## config.mk

```make
export PLATFORM = sky130hd
export DESIGN_NAME = sfvm_back
export DESIGN_NICKNAME = d
export VERILOG_FILES = /design/src/hw/rtl/sfvm_pkg.sv /design/src/hw/rtl/sfvm_back.sv
export VERILOG_INCLUDE_DIRS = /design/src /design/src/hw/rtl
export SDC_FILE = /design/constraint.sdc
export NUM_CORES = 1
export LEC_CHECK = 0
export ABC_AREA = 1
export BUFFER_PORTS_ARGS = -buffer_cell sky130_fd_sc_hd__buf_2
export CELL_PAD_IN_SITES_DETAIL_PLACEMENT = 1
export CELL_PAD_IN_SITES_GLOBAL_PLACEMENT = 1
export CORE_ASPECT_RATIO = 2
export CORE_MARGIN = 2
export CORE_UTILIZATION = 37
export CTS_BUF_LIST = sky130_fd_sc_hd__clkbuf_2
export DETAILED_ROUTE_END_ITERATION = 7
export PLACE_DENSITY_LB_ADDON = 0.1
export SYNTH_ARGS = -nofsm -noshare
export SYNTH_HDL_FRONTEND = slang
export SYNTH_SLANG_ARGS = --single-unit
```

## constraint.sdc

```tcl
create_clock -name clk -period 10.08 [get_ports clk]
set_clock_uncertainty 0.1 [all_clocks]
set_input_delay 1.512 -clock clk [delete_from_list [all_inputs] [get_ports clk]]
set_output_delay 1.512 -clock clk [all_outputs]
set_load 0.005 [all_outputs]
```

## src/hw/rtl/sparse_fiber_vector_mac_macros.svh

```systemverilog
// Assertion macros shared by the sparse fiber vector MAC modules.
`ifndef SPARSE_FIBER_VECTOR_MAC_MACROS_SVH
`define SPARSE_FIBER_VECTOR_MAC_MACROS_SVH

// Consequent must hold in the same cycle as the antecedent.
`define SFVM_ASSERT_SAME(label, clk, rst_n, ante, cons) \
	label: assert property (@(posedge clk) disable iff (!rst_n) (ante) |-> (cons)) \
		else $error("sfvm assertion failed");

// Consequent must hold in the cycle after the antecedent.
`define SFVM_ASSERT_NEXT(label, clk, rst_n, ante, cons) \
	label: assert property (@(posedge clk) disable iff (!rst_n) (ante) |=> (cons)) \
		else $error("sfvm assertion failed");

`endif

```

## src/hw/rtl/sfvm_pkg.sv

```systemverilog
// Package with the constants and types of the sparse fiber vector MAC.
package sfvm_pkg;

	localparam int VEC_DEPTH   = 4096;
	localparam int VALUE_WIDTH = 32;
	localparam int ADDR_W      = $clog2(VEC_DEPTH);
	localparam int POS_W       = 12;
	localparam int LEN_W       = 13;
	localparam logic [LEN_W-1:0] LEN_RESET = 13'd4096;
	localparam int SUM_W       = 64;
	localparam int PROD_W      = 2 * VALUE_WIDTH;
	localparam int IN_VALUE_W  = 32;
	localparam int IN_TDATA_W  = 48;
	localparam int OUT_TDATA_W = 64;
	localparam int OUT_TUSER_W = 2;

	localparam int QUEUE_DEPTH = 4;
	localparam int QPTR_W      = $clog2(QUEUE_DEPTH);
	localparam int QCNT_W      = $clog2(QUEUE_DEPTH + 1);

	typedef enum logic {
		CMD_LOAD = 1'b0,
		CMD_MAC  = 1'b1
	} cmd_t;

	typedef struct packed {
		logic signed [SUM_W-1:0] prod;
		logic                    bad;
		logic                    last;
	} mac_entry_t;

	typedef struct packed {
		logic [QCNT_W-1:0] count;
		logic              empty;
		logic              full;
	} queue_status_t;

endpackage

```

## src/hw/rtl/sfvm_back.sv

```systemverilog
// Back end: saturating fiber accumulator and result register.
`include "sparse_fiber_vector_mac_macros.svh"

module sfvm_back (
	input  logic                               clk,
	input  logic                               arst_n,
	input  sfvm_pkg::mac_entry_t               head,
	input  logic                               head_valid,
	output logic                               pop,
	output logic                               out_valid,
	input  logic                               out_ready,
	output logic [sfvm_pkg::SUM_W-1:0]         out_sum,
	output logic                               out_sat,
	output logic                               out_bad
);

	logic [sfvm_pkg::SUM_W-1:0] sum_q;
	logic                       sat_q;
	logic                       bad_q;
	logic                       out_valid_q;
	logic [sfvm_pkg::SUM_W-1:0] sum_raw;
	logic                       ovf;
	logic [sfvm_pkg::SUM_W-1:0] sum_next;
	logic                       sat_next;
	logic                       bad_next;

	assign pop = head_valid && (!head.last || !out_valid_q || out_ready);

	always_comb begin
		sum_raw = sum_q + head.prod;
		ovf     = (sum_q[sfvm_pkg::SUM_W-1] == head.prod[sfvm_pkg::SUM_W-1])
			&& (sum_raw[sfvm_pkg::SUM_W-1] != sum_q[sfvm_pkg::SUM_W-1]);
		if (ovf) begin
			sum_next = head.prod[sfvm_pkg::SUM_W-1]
				? {1'b1, {(sfvm_pkg::SUM_W - 1){1'b0}}}
				: {1'b0, {(sfvm_pkg::SUM_W - 1){1'b1}}};
		end else begin
			sum_next = sum_raw;
		end
		sat_next = sat_q || ovf;
		bad_next = bad_q || head.bad;
	end

	always_ff @(posedge clk or negedge arst_n) begin
		if (!arst_n) begin
			sum_q       <= '0;
			sat_q       <= 1'b0;
			bad_q       <= 1'b0;
			out_valid_q <= 1'b0;
		end else begin
			if (pop && head.last) begin
				sum_q       <= '0;
				sat_q       <= 1'b0;
				bad_q       <= 1'b0;
				out_valid_q <= 1'b1;
			end else begin
				if (pop) begin
					sum_q <= sum_next;
					sat_q <= sat_next;
					bad_q <= bad_next;
				end
				if (out_ready) begin
					out_valid_q <= 1'b0;
				end
			end
		end
	end

	always_ff @(posedge clk) begin
		if (pop && head.last) begin
			out_sum <= sum_next;
			out_sat <= sat_next;
			out_bad <= bad_next;
		end
	end

	assign out_valid = out_valid_q;

	`SFVM_ASSERT_NEXT(a_emit_on_last, clk, arst_n, pop && head.last, out_valid_q)
	`SFVM_ASSERT_NEXT(a_clear_after_last, clk, arst_n, pop && head.last,
		(sum_q == '0) && !sat_q && !bad_q)

endmodule
```

==> impl_metrics.py <==
metrics = {
    "grt": {
        "overflow": 0,
        "grt_pass1_vias": 11859,
        "grt_antenna_before_repair": 1,
        "grtUsageTotal_pct": 29.4,
        "grt_pass1_wl_mm": 66.7,
        "grt_max_degree": 68,
    },
    "clock_network": {
        "clk_pin_slew_ns": 0.23,
        "post_cts_buffers": 0,
        "max-clock-path-buffers": 2,
        "cts_tree": "yes",
        "cts_root_buf": "clkbuf_2",
        "cts_buffers": 17,
        "cts_max_level": 4,
        "clock_latency_ns": 0.86,
        "ctsResizeCount": 0,
        "hold_buffers": 0,
        "cts.sinks": 133,
    },
    "setup_path": {
        "crit_path_end_kind": "register",
        "required_ns": 10.73,
        "startpoint_type": "primary input",
        "arrival_ns": 5.57,
        "cp_num_buf_inv": 2,
        "worstPathCellList": "buf_2 > ha_1 > nand2_1 > nor2_1 > nand2_1 > nor2_1 > and3_1 > nand2_2 > nand2_1 > nand2_1 > o311ai_0 > fa_1 > nor3_1 > nor2_2 > inv_2 > a21oi_1 > o21ai_0 > nand2_1 > nand2_1 > nand2_1",
        "path_class": "in -> reg",
        "cpPeakStageDelay_ns": 0.57,
        "slowest_stage": "fa_1",
        "critPathMaxFanout": 24,
        "crit_family": "simple AND/OR/NAND/NOR gates",
        "crit_start": "head[35]",
        "cp_common_cell": "nand2_1",
        "r2r_start": "sum_q[33]$_DFFE_PN0P_",
    },
    "detailed_routing": {
        "routed-via-count": 11101,
        "first_pass_iters": 6,
        "drtAntennaViolNets": 0,
        "first_iter_violations": 407,
        "drt_wl_total_mm": 44.9,
        "vias_per_cell": 5.06,
        "wire_per_inst_um": 20.4,
        "drc": 0,
    },
    "sta": {
        "setup_viol_count_final": 0,
        "post-route-period-util_pct": 48.8,
        "setup-tns-final_ns": 0,
        "rsz0062_at_grt": "no",
        "hold_violations": 0,
        "fin_crit_ns": 4.92,
        "worst-slew-pin-transition_ns": 1.06,
        "drv_slew": 0,
        "fmax_ghz": 0.203,
        "finalWorstSetupSlack_ns": 5.16,
        "slew_headroom_pct": 29.1,
    },
    "synth": {
        "synth-compound-area-share_pct": 7.28,
        "synth_top_area_share_pct": 25.7,
        "yosysSeqAreaShare_pct": 34.0,
        "synth_nets": 1819,
        "synth_top_family_by_area": "simple AND/OR/NAND/NOR gates",
        "yosysWarnings": 0,
        "netlist_area_um2": 10800,
        "synth_top_area_cell": "nand2_1",
        "syn_avg_cell_area_um2": 6.40,
        "synth_xor_area_share_pct": 0.0813,
        "ys_types": 40,
        "synth.mux.area_fraction_pct": 0,
        "yosys.area_share.simple_pct": 38.8,
        "yosys-top-cells-area": "nand2_1, edfxtp_1, dfrtp_1",
        "syn_inst": 1684,
        "synthAdderAreaFrac_pct": 7.69,
        "synth-seq-cells": 133,
    },
    "placed_design": {
        "placed_cell_area_um2": 11900,
        "gp_congestion": 0.979,
        "dp_hpwl_mm": 36.8,
        "dp_slack_ns": 4.24,
        "port_buffers": 137,
    },
    "run": {
        "cap_viol_max_count": 0,
    },
    "die": {
        "fp-row-count": 88,
        "pin_count": 138,
        "chipWidth_um": 125,
        "core-area_um2": 28700,
        "die_h_um": 245,
        "start_util_pct": 37.5,
        "die-area_um2": 30600,
    },
    "power_and_ir_drop": {
        "leakage_nw": 7.03,
        "total_power_w": 0.00358,
        "ir_drop_uv": 105,
        "powerDensity_nw_per_um2": 296,
    },
    "layout": {
        "drive_gt1_share_pct": 13.8,
        "final_area_um2": 12100,
        "nets": 1956,
        "syn2layout_area_growth_pct": 12.3,
    },
    "worst_hold_path": {
        "hold_path_class": "reg -> reg",
        "hold_path.startpoint": "sum_q[59]$_DFFE_PN0P_",
    },
    "status": {
        "status": "finished clean",
    },
}
==> per-layer routing <==
layer / up-vias / part of all wire [%] / global-route usage [%]
li1: 5459 / - / -
met1: 5334 / 31 / 24.2
met2: 199 / 59 / 62.1
met3: 109 / 1.9 / 3.11
met4: 0 / 7.6 / 20.7
met5: - / 0 / 0
==> report_power, final <==
group          internal, W  switching, W
sequential        0.000829     0.0000976
clock             0.000115      0.000234
combinational     0.000682       0.00163
==> synth_stat cells <==
| master | n |
|---|---|
| xnor2_1 | 1 |
| o31ai_1 | 4 |
| and2_1 | 1 |
| a21boi_0 | 5 |
| buf_4 | 2 |
| o311ai_0 | 1 |
| buf_1 | 2 |
| buf_2 | 12 |
| nand2_2 | 31 |
| nor3_2 | 3 |
| ha_1 | 63 |
| o211a_1 | 1 |
| or2_2 | 1 |
| nor2_2 | 16 |
| dfrtp_1 | 67 |
| edfxtp_1 | 66 |
| nor3_4 | 2 |
| nand4_1 | 12 |
| fa_1 | 2 |
| inv_1 | 306 |
| and3_1 | 1 |
| nand3_2 | 9 |
| nand3_1 | 73 |
| a21oi_1 | 67 |
| o21ai_0 | 33 |
| o22ai_1 | 1 |
| nand2_1 | 737 |
| o21ai_1 | 4 |
| o21ai_2 | 2 |
| nor2_4 | 2 |
| clkbuf_1 | 9 |
| a21oi_2 | 1 |
| nor2_1 | 101 |
| o21bai_1 | 3 |
| clkinv_1 | 4 |
| nor3_1 | 9 |
| a22o_1 | 14 |
| nand3b_1 | 7 |
| nor4_2 | 1 |
| inv_2 | 8 |
==> flip-flops by register name, summed over array words and instances, names as in the netlist <==
signal,count
out_sum,64
sum_q,64
bad_q,1
out_bad,1
out_sat,1
out_valid,1
sat_q,1
==> cell type report <==
cell class	count	area, µm²
Fill cell	3942	16600
Multi-Input combinational cell	1208	5830
Sequential cell	133	3660
Inverter	318	1190
Timing Repair Buffer	143	731
Tap cell	360	450
Clock inverter	13	135
Clock buffer	19	95.1
Antenna cell	1	2.50
==> worst paths after layout <==
| path | endpoint | slack (ns) | cells after the start |
|---|---|---|---|
| max | sum_q[17]$_DFFE_PN0P_ | 5.16 | 20 |
| min | sum_q[59]$_DFFE_PN0P_ | 0.41 | 2 |
| max reg2reg | sum_q[17]$_DFFE_PN0P_ | 5.52 | 19 |
| min reg2reg | sum_q[59]$_DFFE_PN0P_ | 0.41 | 2 |
| max in group asynchronous | sum_q[56]$_DFFE_PN0P_ | 8.35 | 2 |
| min in group asynchronous | sum_q[18]$_DFFE_PN0P_ | 0.79 | 2 |
==> cells in the final DEF (no fill, tap or decap), types with 12 or more instances in the layout <==
cell	netlist	layout
nand3_1	73	73
nand2_1	737	737
ha_1	63	63
inv_1	306	305
nor2_1	101	99
nand4_1	12	12
a22o_1	14	14
clkbuf_2	0	19
buf_2	12	137
dfrtp_1	67	67
nor2_2	16	17
o21ai_0	33	33
edfxtp_1	66	66
a21oi_1	67	67
nand2_2	31	31
==> cells by family after synthesis <==
kind of cell / Yosys count
AOI/OAI and AO/OA: 136
buffers and inverters: 343
adders and majority gates: 65
xor gates and xnor gates: 1
DFF: 133
and+or+nand+nor: 1006
==> through the flow <==
step	hold WS, ns	utilization [%]	instances
6_report	0.415	42.1	2195
5_1_grt	0.442	42.1	2195
3_5_place_dp	0.375	41.3	2162
3_3_place_gp	0.367	41.3	2162
4_1_cts	0.419	42.1	2194
2_1_floorplan	0.353	-	1684
==> tightest hold or removal path: stages, from the launching register on <==
cell	delay [ns]
dfrtp_1	0.39
nand2_1	0.06
nand2_1	0.05
No activity file was read; power rests on OpenSTA's default activity.
