`config.mk`:
```
export PLATFORM = sky130hd
export DESIGN_NAME = sfvm_queue
export DESIGN_NICKNAME = d
export VERILOG_FILES = /design/src/hw/rtl/sfvm_pkg.sv /design/src/hw/rtl/sfvm_queue.sv
export VERILOG_INCLUDE_DIRS = /design/src /design/src/hw/rtl
export SDC_FILE = /design/constraint.sdc
export NUM_CORES = 1
export LEC_CHECK = 0
export BUFFER_PORTS_ARGS = -buffer_cell sky130_fd_sc_hd__buf_2
export CAP_MARGIN = 40
export CORE_ASPECT_RATIO = 1.75
export CORE_MARGIN = 4
export CORE_UTILIZATION = 35
export DETAILED_ROUTE_END_ITERATION = 8
export PLACE_DENSITY = 0.65
export SLEW_MARGIN = 25
export SYNTH_ARGS = -nofsm -noshare
export SYNTH_HDL_FRONTEND = slang
export SYNTH_SLANG_ARGS = --single-unit
```
`constraint.sdc`:
```
create_clock -name clk -period 3.21 [get_ports clk]
set_input_delay 0.321 -clock clk [delete_from_list [all_inputs] [get_ports clk]]
set_output_delay 0.321 -clock clk [all_outputs]
set_load 0.1 [all_outputs]
```
`src/hw/rtl/sparse_fiber_vector_mac_macros.svh`:
```
// Assertion macros shared by the sparse fiber vector MAC modules.
`ifndef SPARSE_FIBER_VECTOR_MAC_MACROS_SVH
`define SPARSE_FIBER_VECTOR_MAC_MACROS_SVH

// Consequent must hold in the same cycle as the antecedent.
`define SFVM_ASSERT_SAME(label, clk, rst_n, ante, cons) \
	label: assert property (@(posedge clk) disable iff (!rst_n) (ante) |-> (cons)) \
		else $error("sfvm assertion failed");

// Consequent must hold in the cycle after the antecedent.
`define SFVM_ASSERT_NEXT(label, clk, rst_n, ante, cons) \
	label: assert property (@(posedge clk) disable iff (!rst_n) (ante) |=> (cons)) \
		else $error("sfvm assertion failed");

`endif

```
`src/hw/rtl/sfvm_pkg.sv`:
```
// Package with the constants and types of the sparse fiber vector MAC.
package sfvm_pkg;

	localparam int VEC_DEPTH   = 4096;
	localparam int VALUE_WIDTH = 32;
	localparam int ADDR_W      = $clog2(VEC_DEPTH);
	localparam int POS_W       = 12;
	localparam int LEN_W       = 13;
	localparam logic [LEN_W-1:0] LEN_RESET = 13'd4096;
	localparam int SUM_W       = 64;
	localparam int PROD_W      = 2 * VALUE_WIDTH;
	localparam int IN_VALUE_W  = 32;
	localparam int IN_TDATA_W  = 48;
	localparam int OUT_TDATA_W = 64;
	localparam int OUT_TUSER_W = 2;

	localparam int QUEUE_DEPTH = 4;
	localparam int QPTR_W      = $clog2(QUEUE_DEPTH);
	localparam int QCNT_W      = $clog2(QUEUE_DEPTH + 1);

	typedef enum logic {
		CMD_LOAD = 1'b0,
		CMD_MAC  = 1'b1
	} cmd_t;

	typedef struct packed {
		logic signed [SUM_W-1:0] prod;
		logic                    bad;
		logic                    last;
	} mac_entry_t;

	typedef struct packed {
		logic [QCNT_W-1:0] count;
		logic              empty;
		logic              full;
	} queue_status_t;

endpackage

```
`src/hw/rtl/sfvm_queue.sv`:
```
// Short queue of products between the front end and the accumulator.
`include "sparse_fiber_vector_mac_macros.svh"

module sfvm_queue (
	input  logic                    clk,
	input  logic                    arst_n,
	input  logic                    push,
	input  sfvm_pkg::mac_entry_t    push_entry,
	input  logic                    pop,
	output sfvm_pkg::mac_entry_t    head,
	output sfvm_pkg::queue_status_t status
);

	sfvm_pkg::mac_entry_t            mem_q [sfvm_pkg::QUEUE_DEPTH];
	logic [sfvm_pkg::QPTR_W-1:0]     wr_ptr_q;
	logic [sfvm_pkg::QPTR_W-1:0]     rd_ptr_q;
	logic [sfvm_pkg::QCNT_W-1:0]     count_q;

	function automatic logic [sfvm_pkg::QPTR_W-1:0] next_ptr(
		input logic [sfvm_pkg::QPTR_W-1:0] ptr
	);
		if (ptr == sfvm_pkg::QPTR_W'(sfvm_pkg::QUEUE_DEPTH - 1)) begin
			return '0;
		end
		return ptr + sfvm_pkg::QPTR_W'(1);
	endfunction

	always_ff @(posedge clk or negedge arst_n) begin
		if (!arst_n) begin
			wr_ptr_q <= '0;
			rd_ptr_q <= '0;
			count_q  <= '0;
		end else begin
			if (push) begin
				wr_ptr_q <= next_ptr(wr_ptr_q);
			end
			if (pop) begin
				rd_ptr_q <= next_ptr(rd_ptr_q);
			end
			if (push && !pop) begin
				count_q <= count_q + sfvm_pkg::QCNT_W'(1);
			end else if (pop && !push) begin
				count_q <= count_q - sfvm_pkg::QCNT_W'(1);
			end
		end
	end

	always_ff @(posedge clk) begin
		if (push) begin
			mem_q[wr_ptr_q] <= push_entry;
		end
	end

	assign head         = mem_q[rd_ptr_q];
	assign status.count = count_q;
	assign status.empty = (count_q == '0);
	assign status.full  = (count_q == sfvm_pkg::QCNT_W'(sfvm_pkg::QUEUE_DEPTH));

	`SFVM_ASSERT_SAME(a_no_overflow, clk, arst_n, push && status.full, pop)
	`SFVM_ASSERT_SAME(a_no_underflow, clk, arst_n, pop, !status.empty)

endmodule

```
==> results of run 1 <==
[cells in the mapped netlist, types with 2 or more instances]
master	n
edfxtp_1	264
mux4_2	66
dfrtp_1	7
ha_1	6
and2_1	4
buf_2	4
buf_4	4
inv_1	4
buf_1	3
buf_12	3
mux2_2	2
nand2_1	2
nor2_1	2
nor3_1	2
o21ai_0	2
xor2_1	2
[cells by family after synthesis]
kind of cell    count (synthesis)
xor+xnor                        3
mux                            68
fa+ha+maj                       7
buf+inv                        19
simple gates                   11
flops                         271
compound gates                  3
[final cells by class]
cell class | count | area share
antenna | 1 | 0.0002006
clock buffer | 25 | 0.05015
clock inverter | 20 | 0.01514
inverter | 4 | 0.001203
multi-input combinational | 92 | 0.1383
sequential | 271 | 0.6501
tap | 373 | 0.03741
timing repair buffer | 198 | 0.1075
[routing by layer]
layer  part of all wire  track usage
met4              0.020      0.04035
met2               0.58       0.2483
met1               0.36       0.1431
met5            0.00035            0
met3              0.038      0.01955
[per-stage QoR]
| stage | instance area (µm²) | worst slack, ns |
|---|---|---|
| 2_1_floorplan | 9966 | 0.5800 |
| 3_3_place_gp | 11140 | 0.8119 |
| 3_5_place_dp | 11170 | 0.7834 |
| 4_1_cts | 12470 | 0.2086 |
| 5_1_grt | 12470 | 0.1388 |
| 6_report | 12480 | 0.3171 |
[path summary, 6_finish.rpt]
check / startpoint / end / slack, ns / cells past startpoint
max: rd_ptr_q[0] / head[4] / 0.32 / 3
min: push_entry[32] / mem_q[0][32] / 0.03 / 1
max reg2reg: wr_ptr_q[0] / mem_q[0][26] / 1.33 / 4
min reg2reg: count_q[2] / count_q[2] / 0.55 / 1
max in group asynchronous: arst_n / rd_ptr_q[0] / 2.87 / 2
min in group asynchronous: arst_n / count_q[1] / 0.17 / 2
[worst max-delay path, cell delays in order (launching register included)]
cell	delay (ns)
dfrtp_4	0.80
buf_12	0.30
mux4_2	0.58
buf_2	0.32
[sequential cells by signal, summed over array words and instances (netlist names)]
| signal | count |
|---|---|
| mem_q | 264 |
| count_q | 3 |
| wr_ptr_q | 2 |
| rd_ptr_q | 2 |
==> results.sh, run 1 <==
export IMPL_status="finished clean"
export IMPL_ys_warn_count=0
export IMPL_synth_seq_cells=271
export IMPL_synth_simple_area_share=0.005781
export IMPL_synth_compound_area_frac=0.001759
export IMPL_syn_inst=382
export IMPL_finalNonFillerCells=984
export IMPL_yosysUniqueCellTypes=21
export IMPL_die_h_um=231.1
export IMPL_whs_ns=0.02818
export IMPL_grt_start_max_net_pins=43
export IMPL_n_fill_cell=2409
export IMPL_grt_pass1_wl_um=30590
export IMPL_fmax_mhz=345.7
export IMPL_synth_top_area_frac=0.7963
export IMPL_final_setup_viol_count=0
export IMPL_drive_gt1_frac=0.4344
export IMPL_antenna_left=0
export IMPL_antenna_found_initial=2
export IMPL_rsz0062_at_grt="no"
export IMPL_final_common_cell="edfxtp_1"
export IMPL_synth_cell_area_mm2=0.009956
export IMPL_vias=4599
export IMPL_first_global_vias=5301
export IMPL_first_iter_violations=235
export IMPL_clock_latency_ns=0.53
export IMPL_slew_violations=0
export IMPL_hold_path_class="input pin to flip-flop"
export IMPL_finalClockSkew_ns=0.01394
export IMPL_syn_to_final_growth_pct=25.31
export IMPL_via_per_inst=4.674
export IMPL_post_cts_setup_buffers=0
export IMPL_die_x_um=135.5
export IMPL_final_cell_mix="264 x edfxtp_1, 140 x buf_2, 66 x mux4_2"
export IMPL_synth_area_per_cell_um2=26.06
export IMPL_dp_cells=889
export IMPL_port_buffers=140
export IMPL_globalRouteTotalUtil=0.1288
export IMPL_cts_root_buffer="clkbuf_16"
export IMPL_seqCellArea_mm2=0.008110
export IMPL_path_class="flip-flop to output pin"
export IMPL_routedWlPerCell_um=20.36
export IMPL_synth_ff_type="edfxtp_1"
export IMPL_synth_area_leaders="edfxtp_1 80%, mux4_2 15%, dfrtp_1 1.8%"
export IMPL_fin_crit_ns=2.893
export IMPL_htree_levels=1
export IMPL_syn_num_nets=459
export IMPL_cp_end_kind="output pin"
export IMPL_dr_pass1_iters=6
export IMPL_multi_input_area_mm2=0.001725
export IMPL_synth_edf_count=264
export IMPL_synth_top_family_by_area="multiplexers"
export IMPL_overflow=0
export IMPL_die_area_mm2=0.03131
export IMPL_fin_crit_sh=0.9012
export IMPL_numCtsBuffers=25
export IMPL_worstPathRequired_ns=2.89
export IMPL_dp_hpwl_um=12080
export IMPL_drc_errors=0
export IMPL_cp_max_fo=27
export IMPL_hold_buffers=49
export IMPL_cts_resized=0
export IMPL_cp_start_kind="flip-flop"
export IMPL_synth_area_leader_cell="edfxtp_1"
export IMPL_cts_buffer_depth=3
export IMPL_coreArea_mm2=0.02797
export IMPL_cts_tree="yes"
export IMPL_placementRows=81
export IMPL_clkTransAtPathRegs_ns=0.07
export IMPL_synthAdderAreaFrac=0.009551
export IMPL_synth_async_reset_ratio=0.02583
export IMPL_cap_violations=0
export IMPL_clock_sinks=271
export IMPL_cp_arrival_ns=2.57
export IMPL_setup_tns_ns=0
export IMPL_yosysSeqAreaShare=0.8139
export IMPL_wl_um=20030
export IMPL_layout_nets=669
export IMPL_start_util=0.3559
export IMPL_relSlewSlack=0.5334
export IMPL_synthMuxAreaShare=0.1516
export IMPL_hold_viol_final=0
export IMPL_synthXorXnorAreaFrac=0.002639
export IMPL_final_util=0.4460
export IMPL_gp_congestion=0.6865
export IMPL_ios=141
export IMPL_worst_pin_slew_ns=0.7000
Power of run 1 is not shown: default switching activity piles up to over one toggle a cycle in this logic, so the estimate is an artifact.
==> run 2: changes to the inputs <==
ABC_AREA = 1   (was unset)
PLACE_DENSITY = 0.63   (was 0.65)
==> run 2 against run 1 <==
  * Maximum frequency rose by 2.1%
  * First-iteration DRC count rose by 17%
  * Final cell count rose by 45%
==> results.sh, run 2 <==
export IMPL_status="finished clean"
export IMPL_cp_slowest_cell="dfrtp_1"
export IMPL_layout_nets=1089
export IMPL_ys_warn_count=0
export IMPL_ff2ff_setup_slack_ns=1.11
export IMPL_post_cts_setup_buffers=0
export IMPL_hold_buffers=50
export IMPL_overflow=0
export IMPL_hold_viol_final=0
export IMPL_htree_levels=1
export IMPL_cp_start_kind="flip-flop"
export IMPL_fmax_mhz=353.1
export IMPL_synth_async_reset_ratio=0.02583
export IMPL_syn_to_final_growth_pct=26.43
export IMPL_cts_buffer_depth=3
export IMPL_worst_pin_slew_ns=0.7907
export IMPL_die_h_um=241.9
export IMPL_finalClockSkew_ns=0.005056
export IMPL_synth_seq_cells=271
export IMPL_n_fill_cell=2734
export IMPL_relSlewSlack=0.4723
export IMPL_vias=6562
export IMPL_slew_violations=0
export IMPL_numCtsBuffers=25
export IMPL_final_common_cell="edfxtp_1"
export IMPL_start_util=0.3547
export IMPL_via_per_inst=4.615
export IMPL_startpoint="rd_ptr_q[0]"
export IMPL_dp_hpwl_um=14390
export IMPL_synth_top_area_frac=0.7246
export IMPL_rr_endpoint="mem_q[1][30]"
export IMPL_grt_pass1_wl_um=35780
export IMPL_cap_violations=0
export IMPL_rr_worst_depth=5
export IMPL_cts_tree="yes"
export IMPL_die_area_mm2=0.03426
export IMPL_cp_end_kind="output pin"
export IMPL_reg_top3="mem_q: 264 flops, count_q: 3 flops"
export IMPL_r2r_start="wr_ptr_q[1]"
export IMPL_fin_crit_sh=0.8824
export IMPL_grt_start_max_net_pins=126
export IMPL_routedWlPerCell_um=16.08
export IMPL_cp_max_fo=125
export IMPL_final_setup_viol_count=0
export IMPL_slowest_delay_ns=0.46
export IMPL_coreArea_mm2=0.03084
export IMPL_cp_arrival_ns=2.51
export IMPL_syn_num_nets=899
export IMPL_antenna_found_initial=1
export IMPL_wl_um=22870
export IMPL_synth_area_leaders="edfxtp_1 72%, o211ai_1 8.4%, nand2_1 7.3%"
export IMPL_synth_edf_count=264
export IMPL_synth_cell_area_mm2=0.01094
export IMPL_finalNonFillerCells=1422
export IMPL_clock_sinks=271
export IMPL_hold_path_class="input pin to flip-flop"
export IMPL_globalRouteTotalUtil=0.1329
export IMPL_yosysSeqAreaShare=0.7406
export IMPL_placed_cell_area_mm2=0.01250
export IMPL_final_util=0.4485
export IMPL_design_area_mm2=0.01383
export IMPL_worstPathRequired_ns=2.89
export IMPL_path_cells="inv_8 > buf_12 > o211ai_1 > nand2_1 > buf_2"
export IMPL_crit_path_end="head[60]"
export IMPL_die_x_um=141.7
export IMPL_clock_latency_ns=0.52
export IMPL_regMostFlops="mem_q"
export IMPL_dp_cells=1325
export IMPL_synth_area_per_cell_um2=13.31
export IMPL_cts_root_buffer="clkbuf_16"
export IMPL_path_class="flip-flop to output pin"
export IMPL_synth_area_leader_cell="edfxtp_1"
export IMPL_ios=141
export IMPL_first_global_vias=6765
export IMPL_fin_crit_ns=2.832
export IMPL_largest_reg_flops=264
export IMPL_clkTransAtPathRegs_ns=0.06
export IMPL_cts_resized=0
export IMPL_synth_ff_type="edfxtp_1"
export IMPL_first_iter_violations=274
export IMPL_synth_most_common_cell="edfxtp_1"
export IMPL_drc_errors=0
export IMPL_yosysUniqueCellTypes=20
export IMPL_setup_tns_ns=0
export IMPL_antenna_left=0
export IMPL_gp_congestion=0.7576
export IMPL_synth_commonest_cells="264 x edfxtp_1, 214 x nand2_1, 143 x inv_1"
export IMPL_rsz0062_at_grt="no"
export IMPL_placementRows=85
export IMPL_drive_gt1_frac=0.2068
export IMPL_final_cell_mix="264 x edfxtp_1, 214 x nand2_1, 139 x inv_1"
export IMPL_syn_inst=822
export IMPL_dr_pass1_iters=4
export IMPL_port_buffers=140
run 2: cell types whose count changed after synthesis, moves of 4 or more:
cell,change
and2_1,-4
buf_2,+14
buf_6,+11
clkbuf_1,+6
inv_1,+139
mux4_2,-66
nand2_1,+212
o211ai_1,+122
o211ai_2,+10
run 2: cell type report:
cell class                      instances  area [µm²]  share of cell area
Multi-Input combinational cell        363        2003              0.1448
Inverter                              145       556.8             0.04025
Clock buffer                           28       636.9             0.04604
Antenna cell                            1       2.502           0.0001809
Timing Repair Buffer                  206        1869              0.1351
Tap cell                              391       489.2             0.03537
Sequential cell                       271        8104              0.5859
Clock inverter                         17       170.2             0.01230
run 2: logic make-up after synthesis:
family	count (synthesis)	share of synthesized area
AOI/OAI and AO/OA	136	0.09698
xor gates and xnor gates	1	0.0008007
buffers and inverters	188	0.07720
adders and majority gates	7	0.008692
and+or+nand+nor	219	0.07571
DFF	271	0.7406
run 2: worst min-delay path by stage:
| stage | depth (start not counted) | from | slack [ns] | end |
|---|---|---|---|---|
| floorplan | 0 | arst_n | 0.03 | count_q[0] |
| global placement | 1 | arst_n | 0.17 | count_q[0] |
| detailed placement | 1 | arst_n | 0.17 | count_q[2] |
| CTS | 1 | push_entry[4] | 0.0004 | mem_q[2][4] |
| global route | 1 | push_entry[59] | 0.006 | mem_q[0][59] |
| finish | 1 | push_entry[13] | 0.03 | mem_q[3][13] |
run 2: worst max-delay path, delay by kind of cell (launching register included):
| family | cells | cell delay (ns) |
|---|---|---|
| buffers and inverters | 3 | 1.18 |
| flip-flops | 1 | 0.46 |
| AO/OA/AOI/OAI | 1 | 0.11 |
| AND/OR/NAND/NOR | 1 | 0.09 |
run 2: layer usage:
metal  track usage  part of all wire
met5             0                 0
met2        0.2585              0.57
met1        0.1385              0.36
met3       0.01917             0.039
met4       0.05508             0.034
run 2: stage by stage:
step,hold WS (ns),setup slack (ns)
global placement,0.1690,0.9414
CTS,0.0003774,0.3308
global route,0.005875,0.2230
finish,0.03115,0.3777
detailed placement,0.1726,0.9106
floorplan,0.02541,0.5883
Power of run 2 is left out for the same reason.
==> run 3: changes to the inputs <==
BUFFER_PORTS_ARGS = unset   (was -buffer_cell sky130_fd_sc_hd__buf_2)
CORE_UTILIZATION = 30   (was 35)
DONT_BUFFER_PORTS = 1   (was unset)
PLACE_DENSITY = unset   (was 0.63)
==> run 3 against run 2 <==
  * Worst hold slack better by 0.037 ns
  * Die area up 16%
  * Count of clock-buffer cells in the layout down 3
  * Largest cell class unchanged
  * Final cell count up 1.7%
  * Routed wire length up 5.5%
  * Worst setup slack better by 0.092 ns
  * Flip-flop and latch count unchanged
  * Non-clock buffer count down 55
  * Maximum frequency up 3.3%
  * Core utilization down 4.9 points
  * Clock skew up 0.0076 ns
  * First-iteration DRC count up 0.73%
==> results.sh, run 3 (synthesis results as in run 2) <==
export IMPL_cts_root_buffer="clkbuf_16"
export IMPL_fin_crit_ns=2.741
export IMPL_via_per_inst=4.483
export IMPL_relSlewSlack=0.5702
export IMPL_globalRouteTotalUtil=0.1190
export IMPL_cp_slowest_cell="dfrtp_1"
export IMPL_final_cell_mix="264 x edfxtp_1, 214 x nand2_1, 139 x inv_1"
export IMPL_wl_um=24120
export IMPL_first_global_vias=6844
export IMPL_cp_max_fo=80
export IMPL_path_class="flip-flop to output pin"
export IMPL_fin_crit_sh=0.8538
export IMPL_overflow=0
export IMPL_status="finished clean"
export IMPL_drive_gt1_frac=0.1468
export IMPL_grt_start_max_net_pins=81
export IMPL_cts_resized=0
export IMPL_worst_pin_slew_ns=0.6448
export IMPL_reg_top3="mem_q: 264 flops, count_q: 3 flops"
export IMPL_port_buffers=0
export IMPL_n_fill_cell=3270
export IMPL_first_iter_violations=276
export IMPL_cp_start_kind="flip-flop"
export IMPL_crit_family="buffers and inverters"
export IMPL_dp_hpwl_um=14640
export IMPL_final_setup_viol_count=0
export IMPL_largest_reg_flops=264
export IMPL_antenna_left=0
export IMPL_post_cts_setup_buffers=0
export IMPL_hold_path_class="input pin to flip-flop"
export IMPL_crit_buf_inv=3
export IMPL_clkTransAtPathRegs_ns=0.07
export IMPL_antenna_found_initial=3
export IMPL_dp_cells=1330
export IMPL_ios=141
export IMPL_clock_sinks=271
export IMPL_grt_use_met3=0.02124
export IMPL_cap_violations=0
export IMPL_setup_tns_ns=0
export IMPL_cp_arrival_ns=2.42
export IMPL_die_area_mm2=0.03971
export IMPL_coreArea_mm2=0.03603
export IMPL_finalClockSkew_ns=0.01265
export IMPL_slew_violations=0
export IMPL_regMostFlops="mem_q"
export IMPL_slowest_delay_ns=0.46
export IMPL_worstPathRequired_ns=2.89
export IMPL_clock_latency_ns=0.53
export IMPL_finalNonFillerCells=1446
export IMPL_hold_viol_final=0
export IMPL_cts_buffer_depth=3
export IMPL_whs_ns=0.06794
export IMPL_met1_usage=0.1192
export IMPL_design_area_mm2=0.01438
export IMPL_drc_errors=0
export IMPL_syn_to_final_growth_pct=31.44
export IMPL_gp_congestion=0.7580
export IMPL_start_util=0.3037
export IMPL_busiest_layer="met2"
export IMPL_rsz0062_at_grt="no"
export IMPL_die_x_um=152.4
export IMPL_dr_pass1_iters=4
export IMPL_fmax_mhz=364.9
export IMPL_numCtsBuffers=25
export IMPL_vias=6483
export IMPL_cts_tree="yes"
export IMPL_routedWlPerCell_um=16.68
export IMPL_final_common_cell="edfxtp_1"
export IMPL_cp_end_kind="output pin"
export IMPL_placementRows=92
export IMPL_layout_nets=1034
export IMPL_path_cells="inv_8 > buf_12 > nand2_1 > o211ai_1 > nand2_1 > buf_12"
export IMPL_htree_levels=1
export IMPL_placed_cell_area_mm2=0.01280
export IMPL_die_h_um=260.6
export IMPL_grt_pass1_wl_um=37340
export IMPL_grt_use_met2=0.2392
-- run 3: cell types whose count changed in the layout (fill, tap and decap cells not counted), sizes merged --
cell         previous run  this run
clkinv                 14        15
clkbuf                 28        25
dlygate4sd3            50        69
inv                   142       141
diode                   1         2
bufinv                  3         5
buf                   156        82
-- run 3: repair_timing --
item,in CTS,in global routing
hold buffers,69,0
setup endpoints to repair,0,0
endpoints found under the hold margin,275,0
-- run 3: worst paths after layout --
path                                 to  depth (start not counted)  slack, ns   startpoint
max                             head[8]                          6       0.47  rd_ptr_q[0]
min                          count_q[0]                          2       0.07         push
max reg2reg                mem_q[0][32]                          5       1.20  wr_ptr_q[0]
min reg2reg                 wr_ptr_q[0]                          3       0.63  wr_ptr_q[0]
max in group asynchronous    count_q[1]                          1       2.77       arst_n
min in group asynchronous   rd_ptr_q[0]                          1       0.14       arst_n
-- run 3: layer usage --
layer / vias up / share of wire
li1: 3140 / -
met1: 3157 / 0.35
met2: 129 / 0.58
met3: 53 / 0.044
met4: 4 / 0.030
met5: - / 0.0011
-- run 3: area by class of cell --
class	instances	area (µm²)	share of cell area
Sequential cell	271	8107	0.5637
Timing Repair Buffer	151	2252	0.1566
Multi-Input combinational cell	363	2016	0.1402
Clock buffer	25	625.6	0.04350
Tap cell	470	588.1	0.04089
Inverter	145	556.8	0.03872
Clock inverter	19	230.2	0.01601
Antenna cell	2	5.005	0.0003480
-- run 3: metrics by stage --
step                        util  worst slack, ns
after floorplan                -           0.5883
after global placement    0.3552            1.060
after detailed placement  0.3553            1.037
after CTS                 0.3982           0.4473
after global routing      0.3990           0.3147
final                     0.3991           0.4694
Power of run 3 is left out for the same reason.
